<file path="config.mk">
export PLATFORM = sky130hd
export DESIGN_NAME = two_class_priority_queue_core
export DESIGN_NICKNAME = d
export VERILOG_FILES = /design/src/rtl/core/tcpq_pkg.sv /design/src/rtl/core/two_class_priority_queue_core.sv /design/src/rtl/core/tcpq_cfg.sv /design/src/rtl/core/tcpq_ctrl.sv /design/src/rtl/core/tcpq_datapath.sv
export SDC_FILE = /design/constraint.sdc
export NUM_CORES = 2
export LEC_CHECK = 0
export ABC_AREA = 1
export BUFFER_PORTS_ARGS = -buffer_cell sky130_fd_sc_hd__clkbuf_2
export CAP_MARGIN = 15
export CORE_AREA = 2 2 281 283
export CTS_BUF_LIST = sky130_fd_sc_hd__clkbuf_8
export DETAILED_ROUTE_END_ITERATION = 6
export DIE_AREA = 0 0 283 285
export PLACE_DENSITY = 0.72
export SLEW_MARGIN = 20
export SYNTH_ARGS = -nofsm -noshare
export SYNTH_HDL_FRONTEND = slang
export SYNTH_SLANG_ARGS = --single-unit
</file>
<file path="constraint.sdc">
create_clock -name i_clk -period 7.01 [get_ports i_clk]
set_clock_uncertainty 0.2 [all_clocks]
set_input_delay 1.402 -clock i_clk [delete_from_list [all_inputs] [get_ports i_clk]]
set_output_delay 1.402 -clock i_clk [all_outputs]
set_load 0.02 [all_outputs]
</file>
<file path="src/rtl/core/tcpq_pkg.sv">
`timescale 1ns / 1ps
// ----------------------------------------------------------------------------
// tcpq_pkg
// shared types, codes and defaults of the two-class priority queue
// ----------------------------------------------------------------------------
package tcpq_pkg;

    localparam int unsigned DEF_QUEUE_DEPTH  = 16;
    localparam logic [31:0] DEF_MAX_ENTRY_ID = 32'd65535;

    localparam int unsigned ID_W     = 16;
    localparam int unsigned DEST_W   = 24;
    localparam int unsigned STATUS_W = 3;
    localparam int unsigned OCC_W    = 5;
    localparam int unsigned ADDR_W   = 3;
    localparam int unsigned DATA_W   = 32;

    // register index taken from paddr[2]
    localparam logic REG_QUEUE_KIND = 1'b0;

    typedef enum logic [1:0] {
        MODE_ADD    = 2'd0,
        MODE_REMOVE = 2'd1,
        MODE_DEPART = 2'd2,
        MODE_QUERY  = 2'd3
    } t_mode;

    typedef enum logic [STATUS_W-1:0] {
        ST_OK       = 3'd0,
        ST_KIND     = 3'd1,
        ST_DUP      = 3'd2,
        ST_NOTFOUND = 3'd3,
        ST_EMPTY    = 3'd4,
        ST_FULL     = 3'd5
    } t_status;

    typedef enum logic {
        S_IDLE = 1'b0,
        S_EXEC = 1'b1
    } t_state;

    typedef struct packed {
        logic load;   // capture the accepted request
        logic exec;   // update the cells and load the result register
    } t_cmd;

endpackage

</file>
<file path="src/rtl/core/two_class_priority_queue_core.sv">
`timescale 1ns / 1ps
// ----------------------------------------------------------------------------
// two_class_priority_queue_core
// ordered two-class queue with add, remove by id, depart head and query
// ----------------------------------------------------------------------------
//  channel  direction  handshake                 payload
//  in       to core    i_in_valid / o_in_stall   i_mode i_entry_id i_entry_kind
//                                                i_urgent i_dest_code
//  out      from core  o_out_valid / i_out_stall o_status o_found o_out_id
//                                                o_out_urgent o_out_dest o_occupancy
//  cfg      to core    apb psel/penable/pready   paddr pwdata prdata
//
//  each request is first captured into the request register; in the execute
//  state the cell array then compares all ids in parallel and shifts.
//  the execute state waits while the result register holds an untaken transfer.
//  reset is synchronous and clears the sequencer, the count, the result valid
//  flag and the queue kind; cell contents are left as they are.
// ----------------------------------------------------------------------------
module two_class_priority_queue_core
    import tcpq_pkg::*;
#(
    parameter int unsigned QUEUE_DEPTH  = DEF_QUEUE_DEPTH,
    parameter logic [31:0] MAX_ENTRY_ID = DEF_MAX_ENTRY_ID
) (
    input  logic                i_clk,
    input  logic                i_rst_n,
    input  logic                psel,
    input  logic                penable,
    input  logic                pwrite,
    input  logic [ADDR_W-1:0]   paddr,
    input  logic [DATA_W-1:0]   pwdata,
    output logic [DATA_W-1:0]   prdata,
    output logic                pready,
    input  logic                i_in_valid,
    output logic                o_in_stall,
    input  logic [1:0]          i_mode,
    input  logic [ID_W-1:0]     i_entry_id,
    input  logic                i_entry_kind,
    input  logic                i_urgent,
    input  logic [DEST_W-1:0]   i_dest_code,
    output logic                o_out_valid,
    input  logic                i_out_stall,
    output logic [STATUS_W-1:0] o_status,
    output logic                o_found,
    output logic [ID_W-1:0]     o_out_id,
    output logic                o_out_urgent,
    output logic [DEST_W-1:0]   o_out_dest,
    output logic [OCC_W-1:0]    o_occupancy
);

    t_cmd w_cmd;
    logic w_queue_kind;

    tcpq_cfg u_cfg (
        .i_clk        (i_clk),
        .i_rst_n      (i_rst_n),
        .psel         (psel),
        .penable      (penable),
        .pwrite       (pwrite),
        .paddr        (paddr),
        .pwdata       (pwdata),
        .prdata       (prdata),
        .pready       (pready),
        .o_queue_kind (w_queue_kind)
    );

    tcpq_ctrl u_ctrl (
        .i_clk       (i_clk),
        .i_rst_n     (i_rst_n),
        .i_in_valid  (i_in_valid),
        .o_in_stall  (o_in_stall),
        .o_out_valid (o_out_valid),
        .i_out_stall (i_out_stall),
        .o_cmd       (w_cmd)
    );

    tcpq_datapath #(
        .QUEUE_DEPTH  (QUEUE_DEPTH),
        .MAX_ENTRY_ID (MAX_ENTRY_ID)
    ) u_datapath (
        .i_clk        (i_clk),
        .i_rst_n      (i_rst_n),
        .i_cmd        (w_cmd),
        .i_queue_kind (w_queue_kind),
        .i_mode       (i_mode),
        .i_entry_id   (i_entry_id),
        .i_entry_kind (i_entry_kind),
        .i_urgent     (i_urgent),
        .i_dest_code  (i_dest_code),
        .o_status     (o_status),
        .o_found      (o_found),
        .o_out_id     (o_out_id),
        .o_out_urgent (o_out_urgent),
        .o_out_dest   (o_out_dest),
        .o_occupancy  (o_occupancy)
    );

endmodule

</file>
<file path="src/rtl/core/tcpq_cfg.sv">
`timescale 1ns / 1ps
// ----------------------------------------------------------------------------
// tcpq_cfg
// apb-style register port holding the accepted queue kind
// ----------------------------------------------------------------------------
module tcpq_cfg
    import tcpq_pkg::*;
(
    input  logic              i_clk,
    input  logic              i_rst_n,
    input  logic              psel,
    input  logic              penable,
    input  logic              pwrite,
    input  logic [ADDR_W-1:0] paddr,
    input  logic [DATA_W-1:0] pwdata,
    output logic [DATA_W-1:0] prdata,
    output logic              pready,
    output logic              o_queue_kind
);

    logic r_queue_kind;
    logic w_wr;

    assign pready = 1'b1;
    assign w_wr   = psel && penable && pwrite && pready;

    always_ff @(posedge i_clk) begin
        if (!i_rst_n) begin
            r_queue_kind <= 1'b0;
        end else if (w_wr && (paddr[2] == REG_QUEUE_KIND)) begin
            r_queue_kind <= pwdata[0];
        end
    end

    always_comb begin
        prdata = '0;
        unique case (paddr[2])
            REG_QUEUE_KIND: prdata = {{(DATA_W-1){1'b0}}, r_queue_kind};
            default:        prdata = '0;
        endcase
    end

    assign o_queue_kind = r_queue_kind;

endmodule

</file>
<file path="src/rtl/core/tcpq_ctrl.sv">
`timescale 1ns / 1ps
// ----------------------------------------------------------------------------
// tcpq_ctrl
// request sequencer and result valid flag
// ----------------------------------------------------------------------------
module tcpq_ctrl
    import tcpq_pkg::*;
(
    input  logic i_clk,
    input  logic i_rst_n,
    input  logic i_in_valid,
    output logic o_in_stall,
    output logic o_out_valid,
    input  logic i_out_stall,
    output t_cmd o_cmd
);

    t_state r_state, n_state;
    logic   r_out_valid, n_out_valid;

    always_ff @(posedge i_clk) begin
        if (!i_rst_n) begin
            r_state     <= S_IDLE;
            r_out_valid <= 1'b0;
        end else begin
            r_state     <= n_state;
            r_out_valid <= n_out_valid;
        end
    end

    always_comb begin
        n_state     = r_state;
        n_out_valid = r_out_valid && i_out_stall;
        o_cmd       = '0;
        o_in_stall  = 1'b1;
        unique case (r_state)
            S_IDLE: begin
                o_in_stall = 1'b0;
                if (i_in_valid) begin
                    o_cmd.load = 1'b1;
                    n_state    = S_EXEC;
                end
            end
            S_EXEC: begin
                // result register must be free or leaving this cycle
                if (!r_out_valid || !i_out_stall) begin
                    o_cmd.exec  = 1'b1;
                    n_out_valid = 1'b1;
                    n_state     = S_IDLE;
                end
            end
            default: n_state = S_IDLE;
        endcase
    end

    assign o_out_valid = r_out_valid;

    a_exec_stalls_input: assert property (@(posedge i_clk) disable iff (!i_rst_n)
        (r_state == S_EXEC) |-> o_in_stall)
        else $error("input not stalled while a request executes");

    a_valid_from_exec: assert property (@(posedge i_clk) disable iff (!i_rst_n)
        $rose(r_out_valid) |-> $past(o_cmd.exec))
        else $error("result valid raised without an execute");

    a_hold_on_full_output: assert property (@(posedge i_clk) disable iff (!i_rst_n)
        (r_state == S_EXEC && r_out_valid && i_out_stall) |=> (r_state == S_EXEC))
        else $error("request executed over a stalled result");

endmodule

</file>
<file path="src/rtl/core/tcpq_datapath.sv">
`timescale 1ns / 1ps
// ----------------------------------------------------------------------------
// tcpq_datapath
// request register, shift-cell entry array with parallel id compare,
// entry count and result register
// ----------------------------------------------------------------------------
module tcpq_datapath
    import tcpq_pkg::*;
#(
    parameter int unsigned QUEUE_DEPTH  = DEF_QUEUE_DEPTH,
    parameter logic [31:0] MAX_ENTRY_ID = DEF_MAX_ENTRY_ID
) (
    input  logic                i_clk,
    input  logic                i_rst_n,
    input  t_cmd                i_cmd,
    input  logic                i_queue_kind,
    input  logic [1:0]          i_mode,
    input  logic [ID_W-1:0]     i_entry_id,
    input  logic                i_entry_kind,
    input  logic                i_urgent,
    input  logic [DEST_W-1:0]   i_dest_code,
    output logic [STATUS_W-1:0] o_status,
    output logic                o_found,
    output logic [ID_W-1:0]     o_out_id,
    output logic                o_out_urgent,
    output logic [DEST_W-1:0]   o_out_dest,
    output logic [OCC_W-1:0]    o_occupancy
);

    localparam int unsigned CW = $clog2(QUEUE_DEPTH + 1);

    // request register
    t_mode             r_req_mode;
    logic [ID_W-1:0]   r_req_id;
    logic              r_req_kind;
    logic              r_req_urgent;
    logic [DEST_W-1:0] r_req_dest;

    // entry cells, position 0 is the head
    logic [ID_W-1:0]   r_slot_id     [QUEUE_DEPTH];
    logic              r_slot_urgent [QUEUE_DEPTH];
    logic [DEST_W-1:0] r_slot_dest   [QUEUE_DEPTH];
    logic [ID_W-1:0]   n_slot_id     [QUEUE_DEPTH];
    logic              n_slot_urgent [QUEUE_DEPTH];
    logic [DEST_W-1:0] n_slot_dest   [QUEUE_DEPTH];

    logic [CW-1:0]     r_count, n_count;

    // result register
    t_status           r_status, n_status;
    logic              r_found, n_found;
    logic [ID_W-1:0]   r_out_id, n_out_id;
    logic              r_out_urgent, n_out_urgent;
    logic [DEST_W-1:0] r_out_dest, n_out_dest;
    logic [CW-1:0]     r_occ;

    logic [QUEUE_DEPTH-1:0] w_in_range;
    logic [QUEUE_DEPTH-1:0] w_match;
    logic [QUEUE_DEPTH-1:0] w_barrier;
    logic [QUEUE_DEPTH-1:0] w_del_sel;
    logic [QUEUE_DEPTH-1:0] w_rm_after;
    logic                   w_hit;
    logic                   w_legal;
    logic                   w_full;
    logic                   w_empty;
    logic                   w_do_ins;
    logic                   w_do_rm;
    logic [31:0]            w_occ_ext;

    always_ff @(posedge i_clk) begin
        if (i_cmd.load) begin
            r_req_mode   <= t_mode'(i_mode);
            r_req_id     <= i_entry_id;
            r_req_kind   <= i_entry_kind;
            r_req_urgent <= i_urgent;
            r_req_dest   <= i_dest_code;
        end
    end

    assign w_legal = (r_req_id != '0) && (32'(r_req_id) <= MAX_ENTRY_ID);
    assign w_full  = (r_count == CW'(QUEUE_DEPTH));
    assign w_empty = (r_count == '0);
    assign w_hit   = |w_match;

    assign w_del_sel = (r_req_mode == MODE_DEPART) ? QUEUE_DEPTH'(1) : w_match;

    for (genvar g = 0; g < QUEUE_DEPTH; g++) begin : g_cell
        logic [ID_W-1:0]   w_lo_id, w_hi_id;
        logic              w_lo_urg, w_hi_urg;
        logic [DEST_W-1:0] w_lo_dest, w_hi_dest;
        logic              w_lo_bar;

        assign w_in_range[g] = (CW'(g) < r_count);
        assign w_match[g]    = w_in_range[g] && (r_slot_id[g] == r_req_id);
        // urgent entries are contiguous at the front, so the barrier is monotonic
        assign w_barrier[g]  = r_req_urgent ? !(w_in_range[g] && r_slot_urgent[g])
                                            : !w_in_range[g];
        assign w_rm_after[g] = |w_del_sel[g:0];

        if (g == 0) begin : g_head
            assign w_lo_id   = r_slot_id[g];
            assign w_lo_urg  = r_slot_urgent[g];
            assign w_lo_dest = r_slot_dest[g];
            assign w_lo_bar  = 1'b0;
        end else begin : g_body
            assign w_lo_id   = r_slot_id[g-1];
            assign w_lo_urg  = r_slot_urgent[g-1];
            assign w_lo_dest = r_slot_dest[g-1];
            assign w_lo_bar  = w_barrier[g-1];
        end

        if (g == QUEUE_DEPTH - 1) begin : g_last
            assign w_hi_id   = r_slot_id[g];
            assign w_hi_urg  = r_slot_urgent[g];
            assign w_hi_dest = r_slot_dest[g];
        end else begin : g_inner
            assign w_hi_id   = r_slot_id[g+1];
            assign w_hi_urg  = r_slot_urgent[g+1];
            assign w_hi_dest = r_slot_dest[g+1];
        end

        always_comb begin
            n_slot_id[g]     = r_slot_id[g];
            n_slot_urgent[g] = r_slot_urgent[g];
            n_slot_dest[g]   = r_slot_dest[g];
            if (w_do_ins) begin
                if (w_lo_bar) begin
                    n_slot_id[g]     = w_lo_id;
                    n_slot_urgent[g] = w_lo_urg;
                    n_slot_dest[g]   = w_lo_dest;
                end else if (w_barrier[g]) begin
                    n_slot_id[g]     = r_req_id;
                    n_slot_urgent[g] = r_req_urgent;
                    n_slot_dest[g]   = r_req_dest;
                end
            end else if (w_do_rm && w_rm_after[g]) begin
                n_slot_id[g]     = w_hi_id;
                n_slot_urgent[g] = w_hi_urg;
                n_slot_dest[g]   = w_hi_dest;
            end
        end
    end

    always_comb begin
        n_status     = ST_OK;
        n_found      = 1'b0;
        n_out_id     = '0;
        n_out_urgent = 1'b0;
        n_out_dest   = '0;
        w_do_ins     = 1'b0;
        w_do_rm      = 1'b0;
        unique case (r_req_mode)
            MODE_ADD: begin
                if (r_req_kind != i_queue_kind) begin
                    n_status = ST_KIND;
                end else if (!w_legal) begin
                    n_status = ST_FULL;
                end else if (w_hit) begin
                    n_status = ST_DUP;
                end else if (w_full) begin
                    n_status = ST_FULL;
                end else begin
                    w_do_ins = 1'b1;
                end
            end
            MODE_REMOVE: begin
                if (w_legal && w_hit) begin
                    w_do_rm = 1'b1;
                end else begin
                    n_status = ST_NOTFOUND;
                end
            end
            MODE_DEPART: begin
                if (w_empty) begin
                    n_status = ST_EMPTY;
                end else begin
                    w_do_rm      = 1'b1;
                    n_out_id     = r_slot_id[0];
                    n_out_urgent = r_slot_urgent[0];
                    n_out_dest   = r_slot_dest[0];
                end
            end
            MODE_QUERY: n_found = w_legal && w_hit;
            default:    n_status = ST_OK;
        endcase
    end

    always_comb begin
        n_count = r_count;
        if (w_do_ins) begin
            n_count = r_count + CW'(1);
        end else if (w_do_rm) begin
            n_count = r_count - CW'(1);
        end
    end

    always_ff @(posedge i_clk) begin
        if (i_cmd.exec) begin
            for (int i = 0; i < QUEUE_DEPTH; i++) begin
                r_slot_id[i]     <= n_slot_id[i];
                r_slot_urgent[i] <= n_slot_urgent[i];
                r_slot_dest[i]   <= n_slot_dest[i];
            end
        end
    end

    always_ff @(posedge i_clk) begin
        if (!i_rst_n) begin
            r_count <= '0;
        end else if (i_cmd.exec) begin
            r_count <= n_count;
        end
    end

    always_ff @(posedge i_clk) begin
        if (i_cmd.exec) begin
            r_status     <= n_status;
            r_found      <= n_found;
            r_out_id     <= n_out_id;
            r_out_urgent <= n_out_urgent;
            r_out_dest   <= n_out_dest;
            r_occ        <= n_count;
        end
    end

    assign w_occ_ext    = 32'(r_occ);
    assign o_status     = STATUS_W'(r_status);
    assign o_found      = r_found;
    assign o_out_id     = r_out_id;
    assign o_out_urgent = r_out_urgent;
    assign o_out_dest   = r_out_dest;
    assign o_occupancy  = w_occ_ext[OCC_W-1:0];

    a_count_bounded: assert property (@(posedge i_clk) disable iff (!i_rst_n)
        r_count <= CW'(QUEUE_DEPTH))
        else $error("entry count above queue depth");

    a_add_grows: assert property (@(posedge i_clk) disable iff (!i_rst_n)
        (i_cmd.exec && r_req_mode == MODE_ADD && n_status == ST_OK)
        |=> (r_count == $past(r_count) + CW'(1)))
        else $error("accepted add did not grow the count");

    a_refused_keeps_count: assert property (@(posedge i_clk) disable iff (!i_rst_n)
        (i_cmd.exec && n_status != ST_OK) |=> $stable(r_count))
        else $error("refused request changed the count");

endmodule

</file>
# ---- Yosys cells after proc, flatten, opt, wreduce, memory -nomap -nowiden
# Memory sizes are Yosys's and may differ from the RTL's.
# Index checks and enable logic that the tools add are counted.
dict set report totals {
  ramBits 656
  mem_bits_ro 0
  out_inout_bits 85
  n_memories 3
  reg_bits 102
  latchBits 0
  in_bits 86
}
dict set report op_classes {
  n_bitwise 3
  reduce_logical 106
  n_eq_ne 21
  n_mux 232
  div 0
  mul 0
  n_addsub 2
  shifts 0
  order_cmp 16
}
# name words width read_ports rd_clocked_by_memory_dff wr line
set mem_list {}
lappend mem_list {u_datapath.r_slot_dest 16 24 16 0 16 tcpq_datapath.sv:42} ;# logic [DEST_W-1:0] r_slot_dest [QUEUE_DEPTH];
lappend mem_list {u_datapath.r_slot_id 16 16 16 0 16 tcpq_datapath.sv:40} ;# logic [ID_W-1:0] r_slot_id [QUEUE_DEPTH];
lappend mem_list {u_datapath.r_slot_urgent 16 1 16 0 16 tcpq_datapath.sv:41} ;# logic r_slot_urgent [QUEUE_DEPTH];
# cell count
set op_table {}
lappend op_table {{24-bit 2-to-1 mux} 62}
lappend op_table {{16-bit 2-to-1 mux} 62}
lappend op_table {{16-bit equality test} 16}
lappend op_table {{1-bit 2-to-1 mux} 96}
lappend op_table {{1-bit logical AND} 52}
lappend op_table {{4-bit by 5-bit less-than comparator with 1-bit output, first input constant} 8}
lappend op_table {{1-bit zero test} 34}
lappend op_table {{3-bit by 5-bit less-than comparator with 1-bit output, first input constant} 4}
lappend op_table {{16-bit nonzero test} 1}
lappend op_table {{16-bit OR reduction} 1}
lappend op_table {{15-bit 2-to-1 mux} 1}
lappend op_table {{3-bit 2-to-1 mux} 5}
lappend op_table {{15-bit OR reduction} 1}
lappend op_table {{14-bit OR reduction} 1}
lappend op_table {{13-bit OR reduction} 1}
lappend op_table {{12-bit OR reduction} 1}
lappend op_table {{11-bit OR reduction} 1}
lappend op_table {{1-bit by 5-bit less-than comparator with 1-bit output, first input constant} 2}
lappend op_table {{2-bit by 5-bit less-than comparator with 1-bit output, first input constant} 2}
lappend op_table {{5-bit 2-to-1 mux} 2}
lappend op_table {{10-bit OR reduction} 1}
lappend op_table {{3-bit case mux with 3 select lines} 1}
lappend op_table {{9-bit OR reduction} 1}
lappend op_table {{8-bit OR reduction} 1}
lappend op_table {{18 further kinds} 23}

# ---- Longest topological paths before layout
# An unclocked memory read counts as a cell.
dict set report logic_depth {
  ltp_word 10
  mapped_depth 23
  mapped_depth_nobuf 20
}

# ---- Cells and area by module
# Synthesis repeated with hierarchy kept, for this count alone.
dict set report unflattened {
  hier_cells 5006
  hier_area_um2 42092.9
}
# module area_each_um2 cells_each instances
set modules_own_cells {}
lappend modules_own_cells {tcpq_datapath 41698.7 4950 1}
lappend modules_own_cells {tcpq_cfg 314.1 46 1}
lappend modules_own_cells {tcpq_ctrl 80.1 10 1}

# ---- Worst setup path after synthesis
# OpenSTA, ideal clock, no wires.
dict set report synth_path {
  path_kind {input -> register}
  startpoint {input i_out_stall}
  endpoint {memory u_datapath.r_slot_dest[4][4], in the netlist u_datapath.r_slot_dest[0][100], enable pin}
  stages 5
  arrival_ps 5678
  path_buffers 0
  setup_ps 499
  slack_ps 633
  t_required_ps 6311
  path_cell_list {nand2_1 -> nand2_1 -> clkinv_1 -> nand2_2 -> nor3b_1}
}
# element line
set synth_rtl {}
lappend synth_rtl {{start, declared} two_class_priority_queue_core.sv:42} ;# input logic i_out_stall,
lappend synth_rtl {{end, declared} tcpq_datapath.sv:42}

==> summary.txt <==
Timing
  • Headroom to the max-slew limit: 22.6%
  • Final count of hold timing violations: 0
  • Slew Limit Fails: 0
  • Worst Tran Pin Value: 1160 ps
  • Crit share post-route: 82.5%
  • Final setup fails: 0
  • RSZ-0062 raised after global routing: false
  • Tmin final: 5790 ps
  • Setup TNS: 0 ps
  • Max Freq: 173 MHz

Worst setup path
  • CP Class: register to register
  • Worst-path cell chain: inv_2 > or2_1 > nand4_1 > and3b_1 > nand3_1 > nand2_1 > nor2_1 > nand2_1 > nor2_2 > nand2_8 > inv_16 > buf_12 > o211ai_1 > o21ai_0
  • Worst path max stage delay: 1060 ps
  • Reg2reg end: u_datapath.r_slot_id[1][8]$_DFFE_PP_
  • CP max stage cell: edfxtp_1
  • Top delay family on crit path: buffers and inverters
  • Crit-path most repeated cell: nand2_1
  • Reg2reg start: u_datapath.r_req_id[9]$_DFFE_PP_
  • CP endpoint kind: register
  • Critical Path RT: 7420 ps
  • CP Launch Type: register
  • R2R depth: 14
  • R2R Setup Slk: 1220 ps
  • Worst path bufs/invs: 3
  • Critical Path AT: 6190 ps
  • CP max FO: 193

Power and ir drop
  • PD cells: 215 nW/µm²
  • Leakage: 18.3 nW
  • Max IR drop VDD: 188 µV
  • P_sw: 2.68 mW
  • Switching portion of total power: 27.1%
  • Internal power: 7.20 mW
  • Comb pwr share: 8.2%
  • Register share of total power: 52.0%
  • Clock power frac: 39.9%

Placed design
  • Cell Area, Placed: 43400 µm²
  • Hpwl dp: 85.4 mm
  • I/O Buffers: 105
  • Routability cong.: 0.966

Floorplan
  • IO Count: 171
  • Initial Util: 54.4%
  • Total core area: 78000 µm²
  • Die W: 283 µm
  • Row cnt: 103
  • Die area: 80700 µm²
  • Die Y-Extent: 285 µm

Routing
  • Avg WL per Cell: 22.4 µm
  • Via-per-instance ratio: 5.93
  • Drt drc: 3
  • Final wirelength: 139 mm
  • 1st-iter DRT viols: 4847
  • DR vias: 36800
  • ANT nets after route: 0
  • DR pass1 iterations: 7

Finish
  • Fin nets: 5138
  • Share of cells above drive strength 1: 7.94%
  • Syn-to-layout area delta: 8.21%
  • Final instance area: 45900 µm²

Yosys
  • Cell Area, Synth: 42400 µm²
  • Avg Cell Area, Syn: 8.34 µm²
  • Asr flop ratio synth: 0%
  • YS warnings: 0
  • Synth Flop Type: edfxtp_1
  • Synth cell count leaders: 1790 x nand2_1, 750 x edfxtp_1, 498 x o21ai_0
  • Post-synth EDFFs: 750
  • Synth top area share: 53.1%
  • Register area share after synthesis: 53.5%
  • Synth Register Bits: 758
  • Top cells by area, synth: edfxtp_1 53%, nand2_1 16%, o21ai_0 5.9%
  • Post-synth cell types: 45
  • Syn Inst Count: 5090
  • Cell with the most instances after synthesis: nand2_1
  • Yosys top cell by area: edfxtp_1

Job
  • MaxCap Viol Count: 0

Clocking
  • Worst skew pair latency: 810 ps
  • Post-CTS sizing: 0
  • CTS Buffer Depth: 3
  • CTS tree: done
  • Cts-stage hold buffer count: 0
  • Postcts setup bufs: 0
  • Total CTS buffers: 136
  • H-tree lvl count: 4
  • Clock sink count: 758
  • Root Buffer Master: clkbuf_8
  • Clock-pin transition on the worst setup and hold timing paths: 60 ps

Min path
  • Hold Path Sink: u_ctrl.o_out_valid$_SDFF_PN0_
  • Hold Path Cell Cnt: 2
  • Worst Hold Class: register to register
  • HP Start: u_ctrl.o_out_valid$_SDFF_PN0_

GRT
  • Initial antenna violation count: 2
  • All-Layer GR Usage: 33.7%
  • Grt ovf: 0
  • Number of global-route vias before repair: 34200
  • Largest net degree at the start of global routing: 194
  • First-pass GRT wire length: 206 mm

Run status
  • Failing checks: design-rule violations
  • Outcome: complete, but fails checks
-- routing by layer --
metal	wire length (µm)	track usage (%)
met2	62000	52.3
met5	0	0
met1	55600	45.4
met3	14700	6.83
met4	6640	16.7
-- power groups by stage --
| stage | sequential, mW | clock (mW) | combinational, mW |
|---|---|---|---|
| after floorplan | 5.21 | 0 | 0.567 |
| after global placement | 5.23 | 0 | 0.773 |
| after detailed placement | 5.23 | 0 | 0.786 |
| after CTS | 5.13 | 3.98 | 0.788 |
| after global routing | 5.14 | 4.16 | 0.874 |
| final | 5.14 | 3.94 | 0.807 |
-- registers in the layout, summed over array words and instances (netlist names), 2 cells and up --
name	cells
u_datapath.r_req_id	16
u_datapath.r_req_mode	2
u_datapath.r_req_dest	24
u_datapath.r_slot_dest	384
u_datapath.o_out_dest	24
u_datapath.o_out_id	16
u_datapath.r_slot_urgent	16
u_datapath.r_slot_id	256
u_datapath.o_occupancy	5
u_datapath.r_count	5
u_datapath.o_status	3
-- cells by family (layout without fill, tap and decap cells) --
family / Yosys count / in the layout / share of synthesized area (%)
AND/OR/NAND/NOR: 2455 / 2455 / 22.7
other: 2 / 33 / 0.0177
flip-flops: 758 / 758 / 53.5
adder cells (fa/ha/maj): 8 / 8 / 0.236
XOR/XNOR: 137 / 137 / 2.83
AO/OA/AOI/OAI: 988 / 988 / 13.1
buffers and inverters: 742 / 771 / 7.66
-- cell type report --
cell class	count	area, µm²
diodes	1	2.50
clock buffers	138	1900
clock inverters	105	577
fillers	7081	32100
inverters	351	1340
multi-input cells	3620	16900
flip-flops and latches	758	22700
well taps	1050	1310
repair buffers	177	1200
-- worst max path at each step --
stage | slack (ps) | from | end | depth (start not counted)
after global routing | 1040 | u_datapath.r_req_id[9]$_DFFE_PP_ | u_datapath.r_slot_id[1][8]$_DFFE_PP_ | 14
after CTS | 1540 | u_datapath.r_req_id[9]$_DFFE_PP_ | u_datapath.r_slot_id[1][8]$_DFFE_PP_ | 14
final | 1220 | u_datapath.r_req_id[9]$_DFFE_PP_ | u_datapath.r_slot_id[1][8]$_DFFE_PP_ | 14
after global placement | 1630 | u_datapath.r_req_id[9]$_DFFE_PP_ | u_datapath.r_slot_id[1][8]$_DFFE_PP_ | 14
after floorplan | 630 | i_out_stall | u_datapath.r_slot_dest[0][100]$_DFFE_PP_ | 5
after detailed placement | 1670 | u_datapath.r_req_id[9]$_DFFE_PP_ | u_datapath.r_slot_id[1][8]$_DFFE_PP_ | 14
-- placed cells by master, fill, tap and decap left out, types with 36 or more instances in the layout --
master    instances
o21ai_1          92
clkbuf_2        105
nor2_1          456
buf_4            61
nand2_1        1789
nand4_1          49
xor2_1           42
nand3_1          69
clkbuf_8        138
a31oi_1         237
xnor2_1          95
clkinv_1         36
edfxtp_1        750
o211ai_1        123
o21ai_0         497
inv_1           371
-- worst reg2reg max path: cells and delay by family, from the launching register on --
family          cells  cell delay, ps
compound gates      2             490
simple gates        9            1730
flops               1            1060
buf+inv             3            2100
-- through the flow --
| stage | util, % | power [mW] | cells | setup WS [ps] | hold slack (ps) |
|---|---|---|---|---|---|
| finish | 58.9 | 9.88 | 6200 | 1220 | 293 |
| global route | 58.9 | 10.2 | 6200 | 1040 | 334 |
| global placement | 55.7 | 6.00 | 5956 | 1630 | 273 |
| detailed placement | 55.7 | 6.01 | 5956 | 1670 | 286 |
| CTS | 58.9 | 9.90 | 6199 | 1540 | 295 |
| floorplan | - | 5.77 | 5120 | 633 | 308 |
(Power assumes the default switching activity.)
